--- src/sv/jic_pkg.sv ---
// ----------------------------------------------------------------------------
// jic_pkg
// shared types and constants of the joystick input conditioner
// ----------------------------------------------------------------------------
package jic_pkg;

  localparam int unsigned AxisW   = 12;
  localparam int unsigned OffsW   = AxisW + 1;
  localparam int unsigned DzW     = 11;
  localparam int unsigned DzSqW   = 2 * DzW;
  localparam int unsigned BtnW    = 4;
  localparam int unsigned CountW  = 8;
  localparam int unsigned SectW   = 3;
  localparam int unsigned IdleW   = 2;

  localparam logic [AxisW-1:0]  AxisMid   = 12'd2048;
  localparam logic [DzW-1:0]    DzReset   = 11'd800;
  localparam logic [CountW-1:0] CountMax  = 8'd255;
  localparam logic [IdleW-1:0]  IdleMax   = 2'd3;
  localparam logic [IdleW-1:0]  IdleLimit = 2'd2;

  // register indexes on the configuration port
  localparam logic [1:0] RegCenterX  = 2'd0;
  localparam logic [1:0] RegCenterY  = 2'd1;
  localparam logic [1:0] RegDeadzone = 2'd2;

  // item kinds
  localparam logic OpFrame = 1'b0;
  localparam logic OpTake  = 1'b1;

  // sectors, numbered clockwise from the right in screen terms
  localparam logic [SectW-1:0] SectRight     = 3'd0;
  localparam logic [SectW-1:0] SectDownRight = 3'd1;
  localparam logic [SectW-1:0] SectDownNear  = 3'd2;
  localparam logic [SectW-1:0] SectDownLeft  = 3'd3;
  localparam logic [SectW-1:0] SectLeftLow   = 3'd4;
  localparam logic [SectW-1:0] SectLeftHigh  = 3'd5;
  localparam logic [SectW-1:0] SectUpLeft    = 3'd6;
  localparam logic [SectW-1:0] SectUpRight   = 3'd7;

  // clockwise steps that count as one pulse
  localparam logic [SectW-1:0] StepOne = 3'd1;
  localparam logic [SectW-1:0] StepTwo = 3'd2;

  // item after smoothing, on its way to the sector stage
  typedef struct packed {
    logic                     opcode;
    logic signed [OffsW-1:0]  dx;
    logic signed [OffsW-1:0]  dy;
  } stage1_t;

  // per-item result of the sector stage
  typedef struct packed {
    logic [BtnW-1:0]   dir;
    logic              taken;
    logic [CountW-1:0] pending;
  } sect_res_t;

endpackage

--- src/sv/jic_cfg.sv ---
// ----------------------------------------------------------------------------
// jic_cfg
// configuration registers behind the register port, with deadzone square
// ----------------------------------------------------------------------------
module jic_cfg (
  input  logic                     clk_i,
  input  logic                     rst_ni,
  input  logic                     psel,
  input  logic                     penable,
  input  logic                     pwrite,
  input  logic [3:0]               paddr,
  input  logic [31:0]              pwdata,
  output logic [31:0]              prdata,
  output logic                     pready,
  output logic [jic_pkg::AxisW-1:0] center_x_o,
  output logic [jic_pkg::AxisW-1:0] center_y_o,
  output logic [jic_pkg::DzW-1:0]   deadzone_o,
  output logic [jic_pkg::DzSqW-1:0] dz_sq_o
);
  import jic_pkg::*;

  logic [AxisW-1:0] center_x_q;
  logic [AxisW-1:0] center_y_q;
  logic [DzW-1:0]   deadzone_q;
  logic [DzSqW-1:0] dz_sq_q;
  logic [1:0]       idx;
  logic             wr_en;

  assign pready = 1'b1;
  assign idx    = paddr[3:2];
  assign wr_en  = psel & penable & pwrite & pready;

  always_ff @(posedge clk_i or negedge rst_ni) begin
    if (!rst_ni) begin
      center_x_q <= AxisMid;
      center_y_q <= AxisMid;
      deadzone_q <= DzReset;
    end else if (wr_en) begin
      case (idx)
        RegCenterX:  center_x_q <= pwdata[AxisW-1:0];
        RegCenterY:  center_y_q <= pwdata[AxisW-1:0];
        RegDeadzone: deadzone_q <= pwdata[DzW-1:0];
        default: ;
      endcase
    end
  end

  // squared deadzone is registered from the deadzone register
  always_ff @(posedge clk_i or negedge rst_ni) begin
    if (!rst_ni) begin
      dz_sq_q <= DzSqW'(DzReset) * DzSqW'(DzReset);
    end else begin
      dz_sq_q <= DzSqW'(deadzone_q) * DzSqW'(deadzone_q);
    end
  end

  always_comb begin
    prdata = '0;
    case (idx)
      RegCenterX:  prdata = {{(32-AxisW){1'b0}}, center_x_q};
      RegCenterY:  prdata = {{(32-AxisW){1'b0}}, center_y_q};
      RegDeadzone: prdata = {{(32-DzW){1'b0}}, deadzone_q};
      default:     prdata = '0;
    endcase
  end

  assign center_x_o = center_x_q;
  assign center_y_o = center_y_q;
  assign deadzone_o = deadzone_q;
  assign dz_sq_o    = dz_sq_q;

endmodule

--- src/sv/jic_smooth.sv ---
// ----------------------------------------------------------------------------
// jic_smooth
// axis smoothing, center offsets and button edge detection
// ----------------------------------------------------------------------------
module jic_smooth (
  input  logic                      clk_i,
  input  logic                      rst_ni,
  input  logic                      en_i,
  input  logic                      opcode_i,
  input  logic [jic_pkg::AxisW-1:0] raw_x_i,
  input  logic [jic_pkg::AxisW-1:0] raw_y_i,
  input  logic [jic_pkg::BtnW-1:0]  btn_i,
  input  logic                      sw_i,
  input  logic [jic_pkg::AxisW-1:0] center_x_i,
  input  logic [jic_pkg::AxisW-1:0] center_y_i,
  output jic_pkg::stage1_t          p1_o,
  output logic [jic_pkg::AxisW-1:0] filt_x_o,
  output logic [jic_pkg::AxisW-1:0] filt_y_o,
  output logic [jic_pkg::BtnW-1:0]  pressed_o,
  output logic [jic_pkg::BtnW-1:0]  new_press_o,
  output logic                      switch_o
);
  import jic_pkg::*;

  logic [AxisW-1:0] smooth_x_q, smooth_x_d;
  logic [AxisW-1:0] smooth_y_q, smooth_y_d;
  logic [BtnW-1:0]  button_q;
  logic [BtnW-1:0]  edge_q;
  logic             switch_q;
  logic [AxisW+1:0] sum_x, sum_y;
  stage1_t          p1_q, p1_d;
  logic             frame;

  assign frame = (opcode_i == OpFrame);

  // 3*old + new fits in two extra bits
  assign sum_x = (AxisW+2)'(smooth_x_q) * (AxisW+2)'(3) + (AxisW+2)'(raw_x_i);
  assign sum_y = (AxisW+2)'(smooth_y_q) * (AxisW+2)'(3) + (AxisW+2)'(raw_y_i);
  assign smooth_x_d = frame ? sum_x[AxisW+1:2] : smooth_x_q;
  assign smooth_y_d = frame ? sum_y[AxisW+1:2] : smooth_y_q;

  always_comb begin
    p1_d.opcode = opcode_i;
    p1_d.dx     = $signed({1'b0, smooth_x_d}) - $signed({1'b0, center_x_i});
    p1_d.dy     = $signed({1'b0, smooth_y_d}) - $signed({1'b0, center_y_i});
  end

  always_ff @(posedge clk_i or negedge rst_ni) begin
    if (!rst_ni) begin
      smooth_x_q <= AxisMid;
      smooth_y_q <= AxisMid;
      button_q   <= '0;
      edge_q     <= '0;
      switch_q   <= 1'b0;
    end else if (en_i && frame) begin
      smooth_x_q <= smooth_x_d;
      smooth_y_q <= smooth_y_d;
      button_q   <= btn_i;
      edge_q     <= btn_i & ~button_q;
      switch_q   <= sw_i;
    end
  end

  always_ff @(posedge clk_i) begin
    if (en_i) begin
      p1_q <= p1_d;
    end
  end

  assign p1_o        = p1_q;
  assign filt_x_o    = smooth_x_q;
  assign filt_y_o    = smooth_y_q;
  assign pressed_o   = button_q;
  assign new_press_o = edge_q;
  assign switch_o    = switch_q;

endmodule

--- src/sv/jic_sector.sv ---
// ----------------------------------------------------------------------------
// jic_sector
// direction flags, deadzone test, sector tracking and pulse counter
// ----------------------------------------------------------------------------
module jic_sector (
  input  logic                       clk_i,
  input  logic                       rst_ni,
  input  logic                       en_i,
  input  jic_pkg::stage1_t           p1_i,
  input  logic [jic_pkg::DzW-1:0]    deadzone_i,
  input  logic [jic_pkg::DzSqW-1:0]  dz_sq_i,
  output jic_pkg::sect_res_t         res_o
);
  import jic_pkg::*;

  logic [BtnW-1:0]   dir_q, dir_d;
  logic [SectW-1:0]  last_q, last_d;
  logic              valid_q, valid_d;
  logic [CountW-1:0] count_q, count_d;
  logic [IdleW-1:0]  idle_q, idle_d;
  logic              taken;

  logic signed [OffsW:0] dx_w, dy_w, dz_w, sum_w;
  logic [AxisW-1:0]      mag_x, mag_y;
  logic [2*AxisW-1:0]    sq_x, sq_y;
  logic [2*AxisW:0]      rad_sq;
  logic                  outside;
  logic [SectW-1:0]      sect, diff;
  logic [IdleW-1:0]      idle_inc;

  always_comb begin
    dx_w  = {p1_i.dx[OffsW-1], p1_i.dx};
    dy_w  = {p1_i.dy[OffsW-1], p1_i.dy};
    dz_w  = $signed({3'b000, deadzone_i});
    sum_w = dx_w + dy_w;
    mag_x = p1_i.dx[OffsW-1] ? AxisW'(-p1_i.dx) : p1_i.dx[AxisW-1:0];
    mag_y = p1_i.dy[OffsW-1] ? AxisW'(-p1_i.dy) : p1_i.dy[AxisW-1:0];
    sq_x  = mag_x * mag_x;
    sq_y  = mag_y * mag_y;
    rad_sq  = {1'b0, sq_x} + {1'b0, sq_y};
    outside = rad_sq > (2*AxisW+1)'(dz_sq_i);

    // ties follow the fixed quadrant rules
    if (dx_w > 0 && dy_w <= 0) begin
      sect = (sum_w < 0) ? SectUpRight : SectRight;
    end else if (dx_w > 0) begin
      sect = (dy_w > dx_w) ? SectDownNear : SectDownRight;
    end else if (dy_w > 0) begin
      sect = (sum_w > 0) ? SectDownLeft : SectLeftLow;
    end else begin
      sect = (dx_w > dy_w) ? SectUpLeft : SectLeftHigh;
    end
    diff     = sect - last_q;
    idle_inc = (idle_q < IdleMax) ? idle_q + 2'd1 : idle_q;

    dir_d   = dir_q;
    last_d  = last_q;
    valid_d = valid_q;
    count_d = count_q;
    idle_d  = idle_q;
    taken   = 1'b0;

    if (p1_i.opcode == OpFrame) begin
      dir_d = {dy_w > dz_w, dy_w < -dz_w, dx_w > dz_w, dx_w < -dz_w};
      if (outside) begin
        if (valid_q && (diff == StepOne || diff == StepTwo) && count_q != CountMax) begin
          count_d = count_q + 8'd1;
        end
        last_d  = sect;
        valid_d = 1'b1;
        idle_d  = '0;
      end else begin
        idle_d = idle_inc;
        if (idle_inc > IdleLimit) begin
          valid_d = 1'b0;
        end
      end
    end else if (count_q != '0) begin
      count_d = count_q - 8'd1;
      taken   = 1'b1;
    end
  end

  always_ff @(posedge clk_i or negedge rst_ni) begin
    if (!rst_ni) begin
      dir_q   <= '0;
      last_q  <= SectRight;
      valid_q <= 1'b0;
      count_q <= '0;
      idle_q  <= '0;
    end else if (en_i) begin
      dir_q   <= dir_d;
      last_q  <= last_d;
      valid_q <= valid_d;
      count_q <= count_d;
      idle_q  <= idle_d;
    end
  end

  assign res_o.dir     = dir_d;
  assign res_o.taken   = taken;
  assign res_o.pending = count_d;

endmodule

--- src/sv/joystick_input_conditioner_core.sv ---
// ----------------------------------------------------------------------------
// joystick_input_conditioner_core
// joystick smoothing, deadzone, button edges and clockwise pulse counting
// ----------------------------------------------------------------------------
// Takes one transaction per clock on the input stream while not stalled and
// returns exactly one result transaction for each, in order. tuser selects the
// kind: a frame sample smooths both axes ((3*old+new)/4), subtracts the
// center, sets the direction flags, flags new button presses and, outside the
// circular deadzone, tracks the eight-way sector and counts clockwise steps
// of one or two sectors (saturating at 255); a take transaction consumes one
// pulse if one is pending. The block runs at one transaction per cycle, unless
// stalled, through two register stages: the first holds the smoothed axes
// and center offsets, the second evaluates the deadzone square and the sector
// into the output register. A transaction in stage one moves on once the
// output register is free. Back-pressure holds the output register, and the
// input stalls only once stage one is occupied as well, so at most two
// transactions are in flight. The user must write center and deadzone over
// the register port only while no transaction is in flight; the block does not
// enforce it. The squared deadzone is refreshed in the cycle after a write.
// ----------------------------------------------------------------------------
module joystick_input_conditioner_core (
  input  logic        clk_i,
  input  logic        rst_ni,

  // input stream
  input  logic        s_axis_tvalid,
  output logic        s_axis_tready,
  // [11:0] raw_x, [23:12] raw_y, [27:24] button_levels, [28] stick_switch
  input  logic [31:0] s_axis_tdata,
  // [0] opcode
  input  logic        s_axis_tuser,

  // result stream
  output logic        m_axis_tvalid,
  input  logic        m_axis_tready,
  // [3:0] direction_flags, [7:4] pressed_flags, [11:8] new_press_flags,
  // [12] switch_pressed, [13] pulse_taken, [21:14] pulses_pending,
  // [33:22] filtered_x, [45:34] filtered_y
  output logic [47:0] m_axis_tdata,

  // register port
  input  logic        psel,
  input  logic        penable,
  input  logic        pwrite,
  input  logic [3:0]  paddr,
  input  logic [31:0] pwdata,
  output logic [31:0] prdata,
  output logic        pready
);
  import jic_pkg::*;

  logic [AxisW-1:0] center_x, center_y;
  logic [DzW-1:0]   deadzone;
  logic [DzSqW-1:0] dz_sq;

  stage1_t          p1;
  sect_res_t        res;
  logic [AxisW-1:0] filt_x, filt_y;
  logic [BtnW-1:0]  pressed, new_press;
  logic             switch_st;

  logic             v1_q;
  logic             out_valid_q;
  logic [47:0]      out_data_q;
  logic             adv_out, adv_in, accept;

  // output stage moves when empty or taken; input stage when stage one frees
  assign adv_out = !out_valid_q || m_axis_tready;
  assign adv_in  = !v1_q || adv_out;
  assign accept  = s_axis_tvalid && adv_in;
  assign s_axis_tready = adv_in;

  jic_cfg u_cfg (
    .clk_i      (clk_i),
    .rst_ni     (rst_ni),
    .psel       (psel),
    .penable    (penable),
    .pwrite     (pwrite),
    .paddr      (paddr),
    .pwdata     (pwdata),
    .prdata     (prdata),
    .pready     (pready),
    .center_x_o (center_x),
    .center_y_o (center_y),
    .deadzone_o (deadzone),
    .dz_sq_o    (dz_sq)
  );

  // stage one: smoothing, offsets and buttons
  jic_smooth u_smooth (
    .clk_i       (clk_i),
    .rst_ni      (rst_ni),
    .en_i        (accept),
    .opcode_i    (s_axis_tuser),
    .raw_x_i     (s_axis_tdata[11:0]),
    .raw_y_i     (s_axis_tdata[23:12]),
    .btn_i       (s_axis_tdata[27:24]),
    .sw_i        (s_axis_tdata[28]),
    .center_x_i  (center_x),
    .center_y_i  (center_y),
    .p1_o        (p1),
    .filt_x_o    (filt_x),
    .filt_y_o    (filt_y),
    .pressed_o   (pressed),
    .new_press_o (new_press),
    .switch_o    (switch_st)
  );

  // stage two: direction flags, sector tracking and pulse count
  jic_sector u_sector (
    .clk_i      (clk_i),
    .rst_ni     (rst_ni),
    .en_i       (v1_q && adv_out),
    .p1_i       (p1),
    .deadzone_i (deadzone),
    .dz_sq_i    (dz_sq),
    .res_o      (res)
  );

  always_ff @(posedge clk_i or negedge rst_ni) begin
    if (!rst_ni) begin
      v1_q        <= 1'b0;
      out_valid_q <= 1'b0;
    end else begin
      if (adv_in) begin
        v1_q <= s_axis_tvalid;
      end
      if (adv_out) begin
        out_valid_q <= v1_q;
      end
    end
  end

  // stage-one state still belongs to the item leaving it at this edge
  always_ff @(posedge clk_i) begin
    if (adv_out && v1_q) begin
      out_data_q <= {2'b00, filt_y, filt_x, res.pending, res.taken,
                     switch_st, new_press, pressed, res.dir};
    end
  end

  assign m_axis_tvalid = out_valid_q;
  assign m_axis_tdata  = out_data_q;

endmodule

--- config.mk ---
export PLATFORM = sky130hd
export DESIGN_NAME = joystick_input_conditioner_core
export DESIGN_NICKNAME = d
export VERILOG_FILES = /design/src/sv/jic_pkg.sv /design/src/sv/jic_cfg.sv /design/src/sv/jic_smooth.sv /design/src/sv/jic_sector.sv /design/src/sv/joystick_input_conditioner_core.sv
export SDC_FILE = /design/constraint.sdc
export NUM_CORES = 1
export LEC_CHECK = 0
export ABC_AREA = 1
export BUFFER_PORTS_ARGS = -buffer_cell sky130_fd_sc_hd__clkbuf_2
export CAP_MARGIN = 40
export CELL_PAD_IN_SITES_DETAIL_PLACEMENT = 1
export CELL_PAD_IN_SITES_GLOBAL_PLACEMENT = 2
export CORE_MARGIN = 1.5
export CORE_UTILIZATION = 35
export DETAILED_ROUTE_END_ITERATION = 8
export MAX_ROUTING_LAYER = met4
export PLACE_DENSITY_LB_ADDON = 0.1
export SYNTH_ARGS = -nofsm -noshare
export SYNTH_HDL_FRONTEND = slang
export SYNTH_SLANG_ARGS = --single-unit
--- constraint.sdc ---
create_clock -name clk_i -period 7.95 [get_ports clk_i]
set_input_delay 0.795 -clock clk_i [delete_from_list [all_inputs] [get_ports clk_i]]
set_output_delay 0.795 -clock clk_i [all_outputs]
set_load 0.005 [all_outputs]
==> flow_summary.ini, run 1 <==
[timing]
fin_skew_ps = 20.2
setup_viol = 22
worst_slew_pin_slew_ps = 938
finalMaxSlewViolations = 0
hold_viol_final = 0
slew_headroom_pct = 37.2
post-route-period-util_pct = 114
period_minus_slack_ps = 9030
clock.fmax_mhz = 111
fin_ws_ps = -1080
rsz0062_at_grt = true

[cts]
cts_buffers = 17
cts.sinks = 182
clock_path_buffers = 2
clkTransAtPathRegs_ps = 90
clockRootBuffer = clkbuf_16
cts_tree = built
clkLatencyLatePin_ps = 500
h-tree-depth = 4

[critical_path]
path_class = reg -> reg
worstSetupEndpointType = flop
critPathMaxStageDelay_ps = 560
cp_max_fo = 6
start_kind = flop
crit_arrival_ps = 9390
slowest_stage = fa_1
required_ps = 8310
crit_path_frequent_cell = buf_4

[route]
viasPerCell = 4.77
drc = 0
vias = 20000
wl_met2_microns = 40600
postRouteAntennaNets = 0
top_layer = met4
routed_wl_microns = 76500
met3_length_microns = 1220
initialDrtViolationCount = 649
wl_per_cell_microns = 18.2
drtPass1Iterations = 4
wl_met1_microns = 33000

[min_path]
hold_path_class = in -> async

[logic_synthesis]
yosysMostFrequentCell = inv_1
ys_ff_latch = 182
synthTopCellsByArea = fa_1 (24%), ha_1 (16%), inv_1 (10%)
synth_warnings = 0
ys_seq_area_share_pct = 20.4
yosys-top-cells-count = inv_1 (672), nand2_1 (521), ha_1 (303)
ys_types = 57
synth_edf_count = 73
netlist.area_leader.share_pct = 24.3
syn-cell-area_sq_mm = 0.0242
postSynthCellCount = 2889
async_reset_ff_share_pct = 59.9
ys_dominant_reg_cell = dfrtp_1
synth.avg_cell_area_sq_um = 8.36
synth_top_cell_by_area = fa_1

[floorplan]
core_sq_mm = 0.0685
start_util_pct = 35.3
die_y_microns = 266
die_w_microns = 266
rows = 96
dieArea_sq_mm = 0.0706
io_pins = 159

[finish]
diodes = 0
layout.nets = 3970
final.fill_count = 8197
drive_gt1_share_pct = 19.6
stdcell_count = 4193
syn2layout_area_growth_pct = 21.7

[global_routing]
grt_max_degree = 54
grt_pass1_vias = 22700
overflow = 0
antenna_found_initial = 0
grt_util_all_layers_pct = 23.0
grt_first_pass_wirelength_microns = 123000

[placed_design]
globalplace.congestion = 0.849
port_buffers = 110
dpl.hpwl_microns = 64000
dp_cells = 4088

[status]
status = finished with violations
violations = negative setup slack

[job]
maxCapViolations = 0
==> stage by stage <==
step | TNS (ps) | util [%] | hold slack (ps) | setup slack (ps) | cell area, sq um
after floorplan | -2740 | - | 425 | -202 | 24500
after global placement | -15690 | 40.5 | 432 | -801 | 27700
after detailed placement | -19890 | 40.6 | 437 | -979 | 27800
after CTS | -15910 | 42.4 | 68.6 | -801 | 29000
after global routing | -30010 | 42.9 | 85.2 | -1490 | 29400
final | -21560 | 42.9 | 106 | -1080 | 29400
==> state kept, by name (all words and copies together), names as in the netlist <==
name	flops
u_smooth.filt_y_o	12
u_sector.last_q	3
u_sector.idle_q	2
u_smooth.p1_o	27
v1_q	1
u_smooth.switch_o	1
u_smooth.new_press_o	4
u_cfg.center_x_o	12
u_smooth.filt_x_o	12
u_smooth.pressed_o	4
m_axis_tdata	46
u_sector.count_q	8
u_cfg.center_y_o	12
m_axis_tvalid	1
u_cfg.deadzone_o	11
u_sector.valid_q	1
u_cfg.dz_sq_o	21
u_sector.dir_q	4
==> final timing paths <==
| kind | start | to | slack [ps] | depth (start not counted) |
|---|---|---|---|---|
| worst max-delay path | u_smooth.p1_o[1] | u_sector.count_q[4] | -1080 | 52 |
| worst min-delay path | rst_ni | u_sector.count_q[5] | 110 | 1 |
| worst max register to register | u_smooth.p1_o[1] | u_sector.count_q[4] | -1080 | 52 |
| worst min register to register | u_smooth.new_press_o[1] | m_axis_tdata[9] | 460 | 0 |
| max in group asynchronous | rst_ni | u_smooth.filt_y_o[9] | 6500 | 3 |
| min in group clk_i | u_smooth.new_press_o[1] | m_axis_tdata[9] | 460 | 0 |
==> cell usage in the layout (no fill, tap or decap), types with 20 or more instances in the layout <==
cell type,count
nor2_2,20
edfxtp_1,73
buf_4,313
o21ai_0,128
nor2_1,170
nor3_1,21
clkbuf_2,109
xnor2_1,26
nand4_1,22
nand2_1,505
inv_1,653
fa_1,290
conb_1,23
ha_1,290
dfrtp_1,97
xor2_1,70
nand2_2,23
inv_2,25
nand3_1,76
a21oi_1,104
==> routing by layer <==
layer,track usage (%),vias to the layer above
li1,-,9750
met1,27.1,9990
met2,42.3,189
met3,1.97,71
met4,5.71,0
met5,-,-
==> critical path: cells and delay by family (launching register included) <==
kind / cells / cell delay, ps
fa+ha+maj: 9 / 3710
buf+inv: 19 / 2160
simple gates: 19 / 1860
flops: 1 / 450
compound gates: 3 / 400
xor+xnor: 2 / 280
==> area by class of cell <==
class	count	area [sq um]	area share, %
Clock inverter	14	195	0.664
Timing Repair Buffer	433	3100	10.5
Inverter	696	2640	8.98
Multi-Input combinational cell	1968	17000	57.7
Tap cell	882	1100	3.75
Clock buffer	18	450	1.53
Sequential cell	182	4930	16.8
==> timing repair <==
item	in CTS	in global routing
gates cloned	0	2
resized for setup	37	63
hold endpoints to repair	0	0
buffers inserted	62	12
pin swaps	31	68
endpoints found under the setup margin	22	22
hold buffers	0	0
==> cell families (layout without fill, tap and decap cells) <==
group,Yosys count,in the layout,synth area share (%)
AO/OA/AOI/OAI,359,359,8.53
XOR/XNOR,99,99,3.59
other,2,23,0.0311
AND/OR/NAND/NOR,888,889,15.2
adder cells (fa/ha/maj),596,596,40.0
buffers and inverters,761,1161,12.2
flip-flops,182,182,20.4
multiplexers,2,2,0.0829
Power of run 1 is left out: the tool's default activity adds up to more than one toggle a clock period on the data nets, which glitch-free logic cannot reach.
==> run 2: changes to the inputs <==
GPL_TIMING_DRIVEN = 0   (was not set)
==> run 2 against run 1 <==
Effect of this change:
- the flow still finishes with violations (negative setup slack)
- first-iteration DRC count is 5.5% lower
- utilization is 1.6 points lower
- final area is 3.8% lower
- cell count is 4.0% lower
- maximum frequency is 1.1% higher
- sequential share of layout area is 0.67 points higher
- critical path type unchanged
- largest cell class unchanged
- highest routed layer unchanged
==> flow_summary.ini, run 2 (same netlist as run 1, synthesis figures left out) <==
[status]
status = finished with violations
violations = negative setup slack

[critical_path]
required_ps = 8210
worstSetupEndpointType = flop
slowest_stage = fa_1
crit_path_frequent_cell = nand2_1
crit_arrival_ps = 9180
start_kind = flop
path_class = reg -> reg
critPathMaxStageDelay_ps = 630
cp_max_fo = 7

[finish]
multiInputGateArea_sq_mm = 0.0172
mostFrequentLayoutCells = inv_1 (646), nand2_1 (491), ha_1 (290), fa_1 (285), nor2_1 (160)
layout.nets = 3803
syn2layout_area_growth_pct = 17.0
largest_register_ffs = 46
drive_gt1_share_pct = 15.9
regArea_sq_mm = 0.00493
diodes = 0
final.fill_count = 8125
final_common_cell = inv_1

[route]
routed_wl_microns = 73700
top_layer = met4
vias = 19400
postRouteAntennaNets = 0
wl_met1_microns = 33100
wl_per_cell_microns = 18.3
initialDrtViolationCount = 613
viasPerCell = 4.82
met3_length_microns = 1120
drtPass1Iterations = 4
wl_met2_microns = 37800
drc = 0

[global_routing]
grt_util_all_layers_pct = 22.4
grt_pass1_vias = 21900
grt_first_pass_wirelength_microns = 119000
grt_max_degree = 96
antenna_found_initial = 0
overflow = 0

[timing]
post-route-period-util_pct = 112
slew_headroom_pct = 44.1
fin_skew_ps = 19.6
hold_viol_final = 0
worst_slew_pin_slew_ps = 838
rsz0062_at_grt = true
fin_ws_ps = -977
clock.fmax_mhz = 112
finalMaxSlewViolations = 0
period_minus_slack_ps = 8930
setup_viol = 22

[cts]
cts.sinks = 182
cts_tree = built
clkLatencyLatePin_ps = 490
clkTransAtPathRegs_ps = 80
clock_path_buffers = 2
h-tree-depth = 4
cts_buffers = 17
clockRootBuffer = clkbuf_16

[floorplan]
die_w_microns = 266
core_sq_mm = 0.0685
start_util_pct = 35.3
dieArea_sq_mm = 0.0706
die_y_microns = 266
io_pins = 159
rows = 96

[job]
maxCapViolations = 0

[min_path]
hold_path_class = in -> async

[placed_design]
dpl.hpwl_microns = 61800
globalplace.congestion = 0.867
port_buffers = 110
dp_slack_ps = -2330
## run 2: path summary, 6_finish.rpt
path,slack (ps),from,end,depth (start not counted)
max,-980,u_smooth.p1_o[0],m_axis_tdata[19],42
min,140,rst_ni,u_sector.count_q[6],1
max reg2reg,-980,u_smooth.p1_o[0],m_axis_tdata[19],42
min reg2reg,460,u_smooth.new_press_o[1],m_axis_tdata[9],0
max in group asynchronous,6980,rst_ni,u_cfg.dz_sq_o[7],2
min in group clk_i,460,u_smooth.new_press_o[1],m_axis_tdata[9],0
## run 2: critical path: cells and delay by family, from the launching register on
kind	cells	cell delay (ps)
adder cells (fa/ha/maj)	10	4280
AND/OR/NAND/NOR	21	2310
buffers and inverters	6	780
AO/OA/AOI/OAI	4	570
flip-flops	1	490
XOR/XNOR	1	250
## run 2: area by class of cell
type                            count  area share, %
Multi-Input combinational cell   1967           60.8
Sequential cell                   182           17.5
Inverter                          696           9.57
Timing Repair Buffer              202           4.77
Tap cell                          882           3.90
Clock buffer                       17           1.50
Buffer                             65           1.31
Clock inverter                     15          0.651
## run 2: through the flow
stage	hold WS, ps	util (%)	instance area [sq um]	cells	setup TNS, ps
6_report	142	41.3	28300	4026	-20220
5_1_grt	132	41.3	28300	4026	-31920
4_1_cts	112	40.9	28000	4017	-20130
3_5_place_dp	438	38.4	26300	3907	-48970
3_3_place_gp	433	38.2	26200	3902	-44800
2_1_floorplan	425	-	24500	2910	-2740
## run 2: what timing repair did
| action | CTS | global route |
|---|---|---|
| setup buffers | 77 | 9 |
| hold buffers | 0 | 0 |
| pin swaps | 86 | 53 |
| gates cloned | 1 | 0 |
| endpoints found under the setup margin | 22 | 22 |
| gates resized for setup | 156 | 36 |
## run 2: per-layer routing
metal  vias up  track usage (%)
met5         -                -
li1       9420                -
met1      9739             27.5
met3        77             1.95
met4         0             6.08
met2       173             39.5
Power of run 2 is left out for the same reason.
==> run 3: changes to the inputs <==
SYNTH_HIERARCHICAL = 1   (was not set)
TNS_END_PERCENT = 50   (was not set)
==> run 3 against run 2 <==
Effect of this change:
- the flow still finishes with violations (negative setup slack)
- sequential share of layout area fell by 0.90 points
- final area rose by 5.4%
- critical path depth fell by 1
- worst setup slack got worse by 280 ps
- sequential cell count did not move
- maximum frequency fell by 3.1%
- critical endpoint is now m_axis_tdata[18]
- largest cell class unchanged
==> flow_summary.ini, run 3 <==
[status]
status = finished with violations
violations = negative setup slack

[critical_path]
regToRegSetupSlack_ps = -1260
slowest_stage = edfxtp_1
critPathMaxStageDelay_ps = 630
start_kind = flop
r2r-end = m_axis_tdata[18]
path_class = reg -> reg
cp_max_fo = 8
timing.rr.start = u_smooth/p1_o[16]
crit_arrival_ps = 9450
startpoint = u_smooth/p1_o[16]
required_ps = 8190
r2r_cells = 41
worstSetupEndpointType = flop

[timing]
slew_headroom_pct = 43.0
holdWs_ps = 148
hold_viol_final = 0
fin_skew_ps = 18.4
fin_ws_ps = -1260
clock.fmax_mhz = 109
rsz0062_at_grt = true
period_minus_slack_ps = 9210
post-route-period-util_pct = 116
worst_slew_pin_slew_ps = 852
finalMaxSlewViolations = 0
setup_viol = 22

[floorplan]
start_util_pct = 35.2
die_y_microns = 274
core_sq_mm = 0.0727
dieArea_sq_mm = 0.0748
io_pins = 159
die_w_microns = 274
rows = 99

[global_routing]
grt_util_all_layers_pct = 23.1
antenna_found_initial = 1
grt_max_degree = 97
overflow = 0
grt_first_pass_wirelength_microns = 130000
grt_pass1_vias = 23400

[logic_synthesis]
synth.avg_cell_area_sq_um = 7.95
ys_seq_area_share_pct = 19.3
yosys-top-cells-count = inv_1 (749), nand2_1 (684), ha_1 (305)
synth_edf_count = 73
async_reset_ff_share_pct = 59.9
yosysMostFrequentCell = inv_1
synth_top_cell_by_area = fa_1
postSynthCellCount = 3222
netlist.area_leader.share_pct = 23.0
ys_ff_latch = 182
synth_warnings = 6
syn-cell-area_sq_mm = 0.0256
synthTopCellsByArea = fa_1 (23%), ha_1 (15%), inv_1 (11%)
ys_types = 58
ys_dominant_reg_cell = dfrtp_1

[route]
postRouteAntennaNets = 0
routed_wl_microns = 81000
viasPerCell = 4.84
initialDrtViolationCount = 810
vias = 21500
wl_per_cell_microns = 18.2
drtPass1Iterations = 4
drc = 0

[finish]
drive_gt1_share_pct = 15.8
syn2layout_area_growth_pct = 16.3
final_common_cell = inv_1
layout.nets = 4142
design_area_sq_mm = 0.0298
largest_register_ffs = 46
mostFrequentLayoutCells = inv_1 (723), nand2_1 (659), fa_1 (290), ha_1 (289), nor2_1 (178)
diodes = 0

[min_path]
hold_path_class = in -> async

[cts]
clkTransAtPathRegs_ps = 80
cts_tree = built
clockRootBuffer = clkbuf_16
cts.sinks = 182
clock_path_buffers = 2
clkLatencyLatePin_ps = 490
cts_hold_buffers = 0
h-tree-depth = 4
cts_buffers = 17

[placed_design]
port_buffers = 110
dpl.hpwl_microns = 67400
globalplace.congestion = 0.861
placed_area_sq_mm = 0.0277

[job]
maxCapViolations = 0
-- run 3: cell count changes in the layout (fill, tap and decap cells not counted), moves of 12 or more --
cell      delta
inv_1       +77
nand3_1     +66
clkbuf_1    -19
buf_4       +12
nor2_1      +18
o21ai_1     +18
nand2_1    +168
o21ai_0     -35
buf_2       +13
-- run 3: worst max-delay path, delay by kind of cell (launching register included) --
kind | cells | cell delay, ps
flops | 1 | 630
buf+inv | 10 | 880
fa+ha+maj | 9 | 4240
xor+xnor | 1 | 210
simple gates | 15 | 2180
compound gates | 6 | 810
-- run 3: through the flow --
stage / setup TNS, ps / worst slack, ps / utilization, % / instances
after global placement: -52090 / -2500 / 38.0 / 4312
after detailed placement: -55070 / -2620 / 38.2 / 4319
after global routing: -34220 / -1650 / 41.0 / 4439
after CTS: -23680 / -1180 / 40.6 / 4423
after floorplan: -9300 / -561 / - / 3243
final: -25280 / -1260 / 41.0 / 4439
-- run 3: cell type report --
cell class              instances  area, sq um
plain buffers                  68          443
clock buffers                  17          425
clock inverters                15          143
fillers                      8772        42900
inverters                     775         2980
multi-input cells            2215        18300
flip-flops and latches        182         4930
well taps                     959         1200
repair buffers                208         1400
-- run 3: worst max-delay path by stage --
stage                             to  slack [ps]  cells after the start
finish              m_axis_tdata[18]       -1260                     41
global route        m_axis_tdata[15]       -1650                     43
CTS                 m_axis_tdata[15]       -1180                     40
detailed placement  m_axis_tdata[18]       -2620                     45
global placement    m_axis_tdata[18]       -2500                     41
floorplan           m_axis_tdata[15]        -560                     45
-- run 3: cell families (layout without fill, tap and decap cells) --
kind of cell | Yosys count | count (layout) | synth area share (%)
AND/OR/NAND/NOR | 1170 | 1170 | 19.3
buffers and inverters | 846 | 1083 | 13.0
adder cells (fa/ha/maj) | 599 | 599 | 37.9
AO/OA/AOI/OAI | 331 | 331 | 7.38
flip-flops | 182 | 182 | 19.3
XOR/XNOR | 90 | 90 | 3.08
other | 3 | 24 | 0.0439
multiplexers | 1 | 1 | 0.0391
-- run 3: timing repair --
item | in CTS | in global routing
endpoints found under the setup margin | 22 | 22
pin swaps | 85 | 46
gates cloned | 1 | 0
setup buffers | 74 | 16
gates resized for setup | 158 | 38
-- run 3: per-layer routing --
layer / share of wire, % / vias to the layer above / track usage (%) / wire (microns)
li1: - / 10400 / - / -
met1: 46 / 10800 / 30.2 / 37600
met2: 50 / 234 / 39.4 / 40300
met3: 2.1 / 67 / 1.92 / 1710
met4: 1.6 / 0 / 4.41 / 1320
met5: 0 / - / - / 0
Power of run 3 is left out for the same reason.
